File: config.mk
export PLATFORM = sky130hd
export DESIGN_NAME = crse_store
export DESIGN_NICKNAME = d
export VERILOG_FILES = /design/src/hdl/crse_pkg.sv /design/src/hdl/crse_store.sv
export SDC_FILE = /design/constraint.sdc
export NUM_CORES = 2
export LEC_CHECK = 0
export ABC_AREA = 1
export BUFFER_PORTS_ARGS = -buffer_cell sky130_fd_sc_hd__buf_2
export CORE_ASPECT_RATIO = 0.75
export CORE_MARGIN = 4
export CORE_UTILIZATION = 50
export CTS_CLUSTER_DIAMETER = 120
export DETAILED_ROUTE_END_ITERATION = 10
export PLACE_DENSITY = 0.73
export SETUP_SLACK_MARGIN = 0.02
export SYNTH_ARGS = -nofsm -noshare
export SYNTH_HDL_FRONTEND = slang
export SYNTH_SLANG_ARGS = --single-unit
File: constraint.sdc
create_clock -name clock -period 6.2 [get_ports clock]
set_input_delay 0.62 -clock clock [delete_from_list [all_inputs] [get_ports clock]]
set_output_delay 0.62 -clock clock [all_outputs]
set_load 0.02 [all_outputs]
File: src/hdl/crse_pkg.sv
`timescale 1ns / 1ps
`default_nettype none
// ----------------------------------------------------------------------------
// crse_pkg - shared types and constants of the Catmull-Rom spline evaluator
// Field widths, command and status codes, and the control word that steers
// the per-axis datapath.
// ----------------------------------------------------------------------------
package crse_pkg;

   // Fixed field widths
   localparam int POINT_W   = 16;
   localparam int SEG_W     = 6;
   localparam int FRAC_IN_W = 12;
   localparam int STATUS_W  = 2;

   // Four control points per segment
   localparam int TAPS      = 4;
   localparam int TAP_IDX_W = 2;

   // Command codes
   localparam logic CMD_APPEND = 1'b0;
   localparam logic CMD_EVAL   = 1'b1;

   // Result status codes
   typedef enum logic [STATUS_W-1:0] {
      ST_OK    = 2'd0,
      ST_FULL  = 2'd1,
      ST_RANGE = 2'd2
   } status_type;

   // Load control for the axis datapath: shift in one point, flag the last one
   typedef struct packed {
      logic shift;
      logic last;
   } shift_ctrl_type;

endpackage : crse_pkg
`default_nettype wire

File: src/hdl/crse_store.sv
`timescale 1ns / 1ps
`default_nettype none
// ----------------------------------------------------------------------------
// crse_store - single-port control point memory
// One access per cycle, read or write; read data is registered.
// ----------------------------------------------------------------------------
module crse_store #(
   parameter int DEPTH  = 64,
   parameter int DATA_W = 32,
   localparam int ADDR_W = $clog2(DEPTH)
) (
   input  wire logic              clock,
   input  wire logic              en,
   input  wire logic              we,
   input  wire logic [ADDR_W-1:0] addr,
   input  wire logic [DATA_W-1:0] wdata,
   output logic      [DATA_W-1:0] rdata
);
   import crse_pkg::*;

   logic [DATA_W-1:0] mem_ff [DEPTH];
   logic [DATA_W-1:0] rdata_ff;

   // Write or read one entry
   always_ff @(posedge clock) begin
      if (en) begin
         if (we) begin
            mem_ff[addr] <= wdata;
         end
         rdata_ff <= mem_ff[addr];
      end
   end

   assign rdata = rdata_ff;

endmodule : crse_store
`default_nettype wire

==> out/summary.txt <==
Largest delay share family, worst path - simple AND/OR/NAND/NOR gates
asr flop ratio synth - 0%
RSZ-0062 raised after global routing - false
layout cells sized above 1 - 6.43%
CTS tree - done
Num CTS Buffers - 186
final wirelength - 243 mm
outcome - complete, no violations
Yosys cell types - 22
Synth Flop Type - edfxtp_1
Cells after DPL - 10500
initial antenna violation count - 17
Global Route Usage Sum - 26.4%
vias in the first global route - 56100
reg-to-reg setup timing slack - 4.12 ns
total gr overflow - 0
Syn-to-layout area delta - 9.52%
# fillers - 14200
post-cts resize count - 0
Placement Setup Slack - 1.43 ns
Hold WC Path Type - primary input to flip-flop
Fin. Hold Viols - 0
CP max-delay cell - nor2_4
Final Cycle Share - 65.4%
initial drt markers - 8546
PortBufs - 72
post-synthesis sequential area ratio - 71.5%
drt pass-1 iters - 8
CP Launch Type - primary input
setup bufs post-CTS - 0
post-synth net total - 8481
worst skew pair latency - 0.83 ns
final std cells w/o fill - 10800
WL per Instance - 22.4 µm
Slew @ Worst Pin - 1.39 ns
synthesized area per cell - 10.4 µm²
Nets - 8448
WS Path Type - primary input to flip-flop
Final Cell Area - 0.0957 mm²
Cell Chain, Critical Path - buf_8 -> inv_16 -> nor2_1 -> nand3_1 -> nor2_4 -> buf_4
setup TNS - 0 ns
Final Max Slew Viols - 0
top-area cell type share of the netlist area - 71.5%
clock skew - 0.0383 ns
crit-path max FO - 101
max frequency - 247 MHz
CP Capture Type - flip-flop
Tmin final - 4.05 ns
first-pass GRT wire length - 360 mm
WP depth - 6
CTS Sinks - 2080
CTS root buf - clkbuf_16
vias per inst - 5.50
vias post-DR - 59700
EDFF count, synth - 2080
Worst EP arrival - 4.57 ns
core area - 0.173 mm²
count leader, synth - nand2_1
row cnt - 132
Clock Pin Slew Worst Setup and Hold Paths - 0.06 ns
most frequent cells after synthesis - nand2_1, edfxtp_1, buf_2, nor2_1, clkbuf_1
FF+latch count, synth - 2080
Max Cap Viol - 0
Pleak - 39.7 nW
critical path endpoint - mem_ff[59][16]$_DFFE_PP_
area leader, netlist - edfxtp_1
hold_sp - wdata[30]
RR Startpoint - mem_ff[24][19]$_DFFE_PP_
I/O pin count - 73
Detail Placement HPWL - 128 mm
slowest cell delay on critical path - 1.11 ns
Critical Path RT - 6.71 ns
PnR worst setup slack - 2.15 ns
count of antenna-violating nets left after detailed routing - 0
Synth Instances - 8440
Die Y - 370 µm
final setup vio count - 0
effective utilization at floorplan - 50.5%
synthesized area - 0.0874 mm²
VDD IR max - 246 µV
r2r worst-path depth - 10
Critical Path Start - addr[1]
Routability Congestion - 0.849
placed instance area - 0.0897 mm²
PwrDens - 302 mW/mm²
Hold-fix buffers, CTS - 0
Max Root-Sink Buffers - 3
Ys Warns - 0
Die W - 491 µm
Worst Path Buf+Inv - 3
ranking of synthesized cells by area - edfxtp_1, nand2_1, buf_6, buf_2, nor2_1
pin count of the biggest net entering global routing - 185
DRC viols - 0
worst rel slew slack - 7.05%
CTS HTree Levels - 4
Die Footprint - 0.182 mm²
R2R Path End - rdata[19]$_DFFE_PP_
-- state kept, by name (all words and copies together), names as in the netlist --
signal,flops
mem_ff,2048
rdata,32
-- cell type report --
class | instances | area (µm²) | area share (%)
antenna | 6 | 15.0 | 0.0157
clock buffer | 233 | 4960 | 5.18
clock inverter | 111 | 1010 | 1.06
inverter | 30 | 149 | 0.156
multi-input combinational | 5909 | 22800 | 23.8
sequential | 2080 | 62500 | 65.2
tap | 2278 | 2850 | 2.98
timing repair buffer | 200 | 1460 | 1.52
-- how the worst min path moves through the flow --
stage / endpoint / cells past startpoint / slack [ns]
CTS: mem_ff[39][29]$_DFFE_PP_ / 1 / 0.43
detailed placement: rdata[30]$_DFFE_PP_ / 6 / 0.74
global placement: rdata[30]$_DFFE_PP_ / 6 / 0.75
finish: mem_ff[10][30]$_DFFE_PP_ / 2 / 0.45
global route: mem_ff[39][29]$_DFFE_PP_ / 1 / 0.48
floorplan: rdata[30]$_DFFE_PP_ / 6 / 0.67
-- worst register-to-register path, delay by kind of cell (launching register included) --
| kind | cells | cell delay (ns) |
|---|---|---|
| simple gates | 10 | 1.44 |
| flops | 1 | 0.38 |
-- logic make-up (layout without fill, tap and decap cells) --
family	after synthesis	in the layout	synth area share, %
AO/OA/AOI/OAI	12	12	0.0830
buffers and inverters	451	574	2.98
flip-flops	2080	2080	71.5
other	0	6	0
AND/OR/NAND/NOR	5897	5897	25.5
-- layer usage --
layer / global-route usage [%] / vias up / share of wire (%)
li1: - / 27200 / -
met1: 38.3 / 28300 / 40
met2: 38.9 / 3685 / 43
met3: 5.35 / 452 / 13
met4: 11.3 / 6 / 4.2
met5: 0 / - / 0.012
-- per-stage QoR --
stage                     power, mW  util (%)  hold WS (ns)
after floorplan                16.9         -         0.670
after global placement         17.6      51.8         0.749
after detailed placement       17.7      51.8         0.739
after CTS                      29.0      55.2         0.434
after global routing           29.8      55.3         0.480
final                          28.9      55.3         0.452
-- where the power goes --
group	switching, mW	internal [mW]
registers	0.0397	15.6
clock network	5.15	6.38
logic	1.43	0.383
-- layout by cell type (no fill, tap or decap), types with 18 or more instances in the layout --
| cell | n |
|---|---|
| nand2_1 | 5729 |
| buf_4 | 123 |
| clkbuf_16 | 192 |
| inv_1 | 18 |
| buf_2 | 66 |
| clkinv_2 | 38 |
| edfxtp_1 | 2080 |
| clkbuf_1 | 41 |
| nor2_1 | 75 |
| clkinv_1 | 39 |
| nor2_4 | 62 |
No activity file was read; power rests on OpenSTA's default activity.
