$ cat src/hdl/crse_pkg.sv
`timescale 1ns / 1ps
`default_nettype none
// ----------------------------------------------------------------------------
// crse_pkg - shared types and constants of the Catmull-Rom spline evaluator
// Field widths, command and status codes, and the control word that steers
// the per-axis datapath.
// ----------------------------------------------------------------------------
package crse_pkg;

   // Fixed field widths
   localparam int POINT_W   = 16;
   localparam int SEG_W     = 6;
   localparam int FRAC_IN_W = 12;
   localparam int STATUS_W  = 2;

   // Four control points per segment
   localparam int TAPS      = 4;
   localparam int TAP_IDX_W = 2;

   // Command codes
   localparam logic CMD_APPEND = 1'b0;
   localparam logic CMD_EVAL   = 1'b1;

   // Result status codes
   typedef enum logic [STATUS_W-1:0] {
      ST_OK    = 2'd0,
      ST_FULL  = 2'd1,
      ST_RANGE = 2'd2
   } status_type;

   // Load control for the axis datapath: shift in one point, flag the last one
   typedef struct packed {
      logic shift;
      logic last;
   } shift_ctrl_type;

endpackage : crse_pkg
`default_nettype wire

$ cat src/hdl/crse_axis.sv
`timescale 1ns / 1ps
`default_nettype none
// ----------------------------------------------------------------------------
// crse_axis - Catmull-Rom evaluation of one coordinate axis
// Collects four points, forms the basis coefficients, then runs Horner's
// rule over three multiply stages, rounds and saturates.
// ----------------------------------------------------------------------------
module crse_axis #(
   parameter int FRACTION_BITS = 12
) (
   input  wire logic                                clock,
   input  wire logic                                reset,
   input  wire crse_pkg::shift_ctrl_type            ctrl,
   input  wire logic signed [crse_pkg::POINT_W-1:0] word,
   input  wire logic        [FRACTION_BITS-1:0]     frac,
   output logic signed      [crse_pkg::POINT_W-1:0] result,
   output logic                                     done
);
   import crse_pkg::*;

   localparam int FB    = FRACTION_BITS;
   localparam int COEF_W = 20;             // holds 12 * 2^15
   localparam int H1_W  = COEF_W + FB + 1;
   localparam int H2_W  = H1_W + FB + 1;
   localparam int T_W   = H2_W + FB + 1;
   localparam int V_W   = T_W - (3 * FB + 1);

   logic signed [POINT_W-1:0] p0_ff, p1_ff, p2_ff, p3_ff;
   logic signed [COEF_W-1:0]  e0, e1, e2, e3;
   logic signed [COEF_W-1:0]  a_ff, b_ff, c_ff, d_ff;
   logic signed [COEF_W-1:0]  a1_ff, a2_ff, b1_ff;
   logic signed [FB:0]        fs;
   logic signed [H1_W-1:0]    prod1, h1_in, h1_ff;
   logic signed [H2_W-1:0]    prod2, h2_in, h2_ff;
   logic signed [T_W-1:0]     prod3, t_in, t_ff;
   logic signed [V_W-1:0]     v;
   logic signed [POINT_W-1:0] result_in, result_ff;
   logic [5:0]                vld_ff;

   // Shift points in; the first one read ends up in p0
   always_ff @(posedge clock) begin
      if (ctrl.shift) begin
         p0_ff <= p1_ff;
         p1_ff <= p2_ff;
         p2_ff <= p3_ff;
         p3_ff <= word;
      end
   end

   // Basis coefficients
   assign e0 = COEF_W'(p0_ff);
   assign e1 = COEF_W'(p1_ff);
   assign e2 = COEF_W'(p2_ff);
   assign e3 = COEF_W'(p3_ff);
   assign fs = signed'({1'b0, frac});

   always_ff @(posedge clock) begin
      a_ff <= e1 <<< 1;
      b_ff <= e2 - e0;
      c_ff <= (e0 <<< 1) - (e1 <<< 2) - e1 + (e2 <<< 2) - e3;
      d_ff <= (e1 <<< 1) + e1 - e0 - (e2 <<< 1) - e2 + e3;
   end

   // Horner: h1 = d f + c one, h2 = h1 f + b one^2, t = h2 f + (a+1) one^3
   assign prod1 = d_ff * fs;
   assign h1_in = prod1 + (H1_W'(c_ff) <<< FB);
   assign prod2 = h1_ff * fs;
   assign h2_in = prod2 + (H2_W'(b1_ff) <<< (2 * FB));
   assign prod3 = h2_ff * fs;
   assign t_in  = prod3 + ((T_W'(a2_ff) + T_W'(1)) <<< (3 * FB));

   always_ff @(posedge clock) begin
      h1_ff <= h1_in;
      b1_ff <= b_ff;
      a1_ff <= a_ff;
      h2_ff <= h2_in;
      a2_ff <= a1_ff;
      t_ff  <= t_in;
   end

   // Halve and floor, then clamp to 16 bits
   assign v = t_ff[T_W-1:3*FB+1];

   always_comb begin
      if ((&v[V_W-1:POINT_W-1]) || !(|v[V_W-1:POINT_W-1])) begin
         result_in = v[POINT_W-1:0];
      end else if (v[V_W-1]) begin
         result_in = {1'b1, {(POINT_W-1){1'b0}}};
      end else begin
         result_in = {1'b0, {(POINT_W-1){1'b1}}};
      end
   end

   always_ff @(posedge clock) begin
      result_ff <= result_in;
   end

   // Advance stage valids
   always_ff @(posedge clock) begin
      if (reset) begin
         vld_ff <= '0;
      end else begin
         vld_ff <= {vld_ff[4:0], ctrl.shift & ctrl.last};
      end
   end

   assign result = result_ff;
   assign done   = vld_ff[5];

endmodule : crse_axis
`default_nettype wire

$ cat config.mk
export PLATFORM = sky130hd
export DESIGN_NAME = crse_axis
export DESIGN_NICKNAME = d
export VERILOG_FILES = /design/src/hdl/crse_pkg.sv /design/src/hdl/crse_axis.sv
export SDC_FILE = /design/constraint.sdc
export NUM_CORES = 2
export LEC_CHECK = 0
export BUFFER_PORTS_ARGS = -buffer_cell sky130_fd_sc_hd__buf_2
export CAP_MARGIN = 5
export CORE_MARGIN = 5
export CORE_UTILIZATION = 71
export DETAILED_ROUTE_END_ITERATION = 8
export PLACE_DENSITY = 0.88
export SLEW_MARGIN = 40
export SYNTH_ARGS = -nofsm -noshare
export SYNTH_HDL_FRONTEND = slang
export SYNTH_SLANG_ARGS = --single-unit
$ cat constraint.sdc
create_clock -name clock -period 9.12 [get_ports clock]
set_input_delay 0 -clock clock [delete_from_list [all_inputs] [get_ports clock]]
set_output_delay 0 -clock clock [all_outputs]
set_load 0.02 [all_outputs]
==> summary.txt <==
Drt
  • Number of vias per cell: 5.77
  • Routed wire length per instance: 19.0 um
  • Aggregate routed wire length: 122 mm
  • Pre-antenna DRT Iters: 7
  • Routed vias: 36941
  • First DRT Iteration DRCs: 2457
  • ANT nets after route: 0
  • DRC: 0

Worst setup path
  • Kind of cell adding the most delay to the critical path: adder cells
  • CP dominant cell by count: fa_1
  • Max Fanout on Critical Path: 12
  • Worst path cell trace: and2_1 -> fa_1 -> inv_1 -> fa_1 -> inv_1 -> fa_1 -> inv_1 -> fa_1 -> inv_1 -> fa_1 -> ha_1 -> ha_1 -> a21o_1 -> and2_1 -> nor4b_1 -> o21ai_1 -> a41oi_1 -> o21a_1 -> o31ai_4 -> a2111oi_0 -> o311ai_0 -> and4_1
  • CP Buf/Inv Count: 4
  • Worst Setup End Kind: flop
  • CP max stage delay: 0.59 ns
  • Req. time, crit path: 9.58 ns
  • Critical path arrival: 7.50 ns
  • Setup crit start kind: flop
  • Slowest CP cell: a2111oi_0
  • CP Class: flop to flop

Hold path
  • Hold Path Class: input pin to flop

Synth
  • Warnings from Yosys: 0
  • Top_reg_cell synth: dfxtp_1
  • Sequential fraction of the synthesis area: 0.128
  • Post-synthesis cell count: 5510
  • Number of distinct library cells after synthesis: 73
  • Avg Cell Area, Syn: 9.69 um^2
  • Post-synth EDFFs: 64
  • Synthesized net count: 7179
  • Number of synthesized register bits: 309
  • Synth async-reset ratio: 0
  • Post-Synthesis Cell Area: 53400 um^2

Layout
  • Register Area: 6830 um^2
  • Layout cells sized above 1: 0.0300
  • Commonest non-fill, non-tap cell in the layout: inv_1
  • Commonest non-fill, non-tap cells in the layout: 1305 x inv_1, 1222 x fa_1, 711 x nand2_1
  • Layout Nets: 7072
  • Fill count: 4761
  • Area Growth Syn to Fin: 4.21%
  • Fin area: 55600 um^2
  • Multi-input gate area: 40800 um^2
  • Final core occ: 0.747

STA
  • Final setup violation count: 0
  • Layout Skew: 0.0231 ns
  • Tmin final: 7.05 ns
  • Slew HR: 0.456
  • Highest attainable clock frequency: 142 MHz
  • Max-slew violation count: 0
  • Fin crit share: 0.773
  • Worst Tran Pin Value: 0.817 ns
  • RSZ-0062 raised after global routing: false
  • Setup tns final: 0 ns
  • Final Hold Fails: 0
  • Worst setup margin: 2.07 ns

Clock tree
  • Clk slew on worst S/H paths: 0.06 ns
  • CTS Buf Count: 38
  • CTS Sinks: 309
  • Resized cells post-CTS: 0
  • Number of H-tree levels: 2
  • Later-pin clock latency in the skew report: 0.58 ns
  • CTS tree: yes
  • Post-CTS Setup Bufs: 0
  • Clock Tree Buf Depth: 3
  • Root buffer cell: clkbuf_16

Placement
  • Post-DP HPWL: 95.5 mm
  • GP Congestion: 0.923
  • PortBufs: 48
  • Dpl ws: 1.89 ns
  • Cell Area, Placed: 54200 um^2

Die
  • Die H: 284 um
  • # rows: 100
  • # IOs: 49
  • Placeable Area: 74400 um^2
  • Die Area: 80800 um^2
  • Initial core utilization: 0.717
  • Die W: 284 um

GRT
  • Vias in the first global route: 42569
  • Largest net degree at the start of global routing: 72
  • First-pass GRT wire length: 208 mm
  • Initial antenna violation count: 6
  • Total grt overflow: 0
  • GRT Total Usage: 0.317

Run
  • Max-cap viol count: 0

Outcome
  • Outcome: complete, no violations
worst paths after layout:
check	slack, ns	from	to	cells past startpoint
max	2.07	h1_ff[7]	h2_ff[45]	22
min	0.06	frac[0]	h1_ff[0]	2
max reg2reg	2.07	h1_ff[7]	h2_ff[45]	22
min reg2reg	0.32	b_ff[5]	b1_ff[5]	0
metal layers:
layer | vias to the layer above | part of all wire | track usage
met3 | 546 | 0.072 | 0.0466
met1 | 18788 | 0.35 | 0.381
met2 | 1639 | 0.51 | 0.551
li1 | 15962 | - | -
met5 | - | 0.00046 | 0
met4 | 6 | 0.067 | 0.179
state kept, by name, indices dropped and copies added (netlist names):
register  count
h2_ff        46
h1_ff        33
t_ff         22
c_ff         20
d_ff         20
b1_ff        17
b_ff         17
a1_ff        16
a2_ff        16
a_ff         16
p0_ff        16
p1_ff        16
p2_ff        16
p3_ff        16
result       16
vld_ff        6
layout make-up:
type,instances,area share
multi-input cells,3655,0.733
flip-flops and latches,309,0.123
inverters,1305,0.0881
well taps,969,0.0218
clock buffers,45,0.0179
repair buffers,94,0.0124
clock inverters,24,0.00389
diodes,1,0.0000450
logic make-up (layout without fill, tap and decap cells):
group	count (synthesis)	in the layout	share of synthesized area
AO/OA/AOI/OAI	361	361	0.0440
buffers and inverters	1546	1468	0.109
other	0	1	0
flip-flops	309	309	0.128
AND/OR/NAND/NOR	1505	1505	0.139
XOR/XNOR	152	152	0.0249
adder cells (fa/ha/maj)	1637	1637	0.556
timing repair:
item	4_1_cts	5_1_grt
hold buffers	20	0
endpoints found under the setup margin	0	0
endpoints found under the hold margin	22	0
cells in the mapped netlist, drive strengths merged, types with 5 or more instances:
cell | instances | share of area
dfxtp | 245 | 0.092
ha | 415 | 0.097
nor3 | 22 | 0.0021
nand2b | 15 | 0.0018
inv | 1305 | 0.092
nor4 | 6 | 0.00070
and2 | 561 | 0.066
a21boi | 9 | 0.0013
a211oi | 14 | 0.0021
or4 | 5 | 0.00070
nand4 | 16 | 0.0019
a21oi | 119 | 0.011
a21o | 52 | 0.0073
fa | 1222 | 0.46
xor2 | 44 | 0.0072
o21a | 19 | 0.0027
clkbuf | 240 | 0.017
nor2b | 26 | 0.0030
or3 | 10 | 0.0012
nand3 | 31 | 0.0030
xnor2 | 108 | 0.018
and3 | 11 | 0.0013
edfxtp | 64 | 0.036
a31oi | 12 | 0.0017
nor2 | 76 | 0.0053
or2 | 5 | 0.00059
nand2 | 711 | 0.050
o21ai | 70 | 0.0067
o211ai | 5 | 0.00070
o21bai | 10 | 0.0014
stage by stage:
| stage | cells | hold WS, ns |
|---|---|---|
| floorplan | 5510 | 0.0715 |
| global placement | 6311 | 0.179 |
| detailed placement | 6311 | 0.178 |
| CTS | 6400 | 0.0351 |
| global route | 6402 | 0.0612 |
| finish | 6402 | 0.0626 |
worst reg2reg max path, cell delays in order, from the launching register on:
cell,delay [ns]
dfxtp_1,0.48
and2_1,0.28
fa_1,0.54
inv_1,0.05
fa_1,0.47
inv_1,0.05
fa_1,0.49
inv_1,0.06
fa_1,0.54
inv_1,0.06
fa_1,0.37
ha_1,0.31
ha_1,0.35
a21o_1,0.21
and2_1,0.19
nor4b_1,0.37
o21ai_1,0.23
a41oi_1,0.47
o21a_1,0.27
o31ai_4,0.12
a2111oi_0,0.59
o311ai_0,0.22
and4_1,0.21
Power is left out: the tool's default activity adds up to more than one toggle a clock period on the data nets, which glitch-free logic cannot reach.
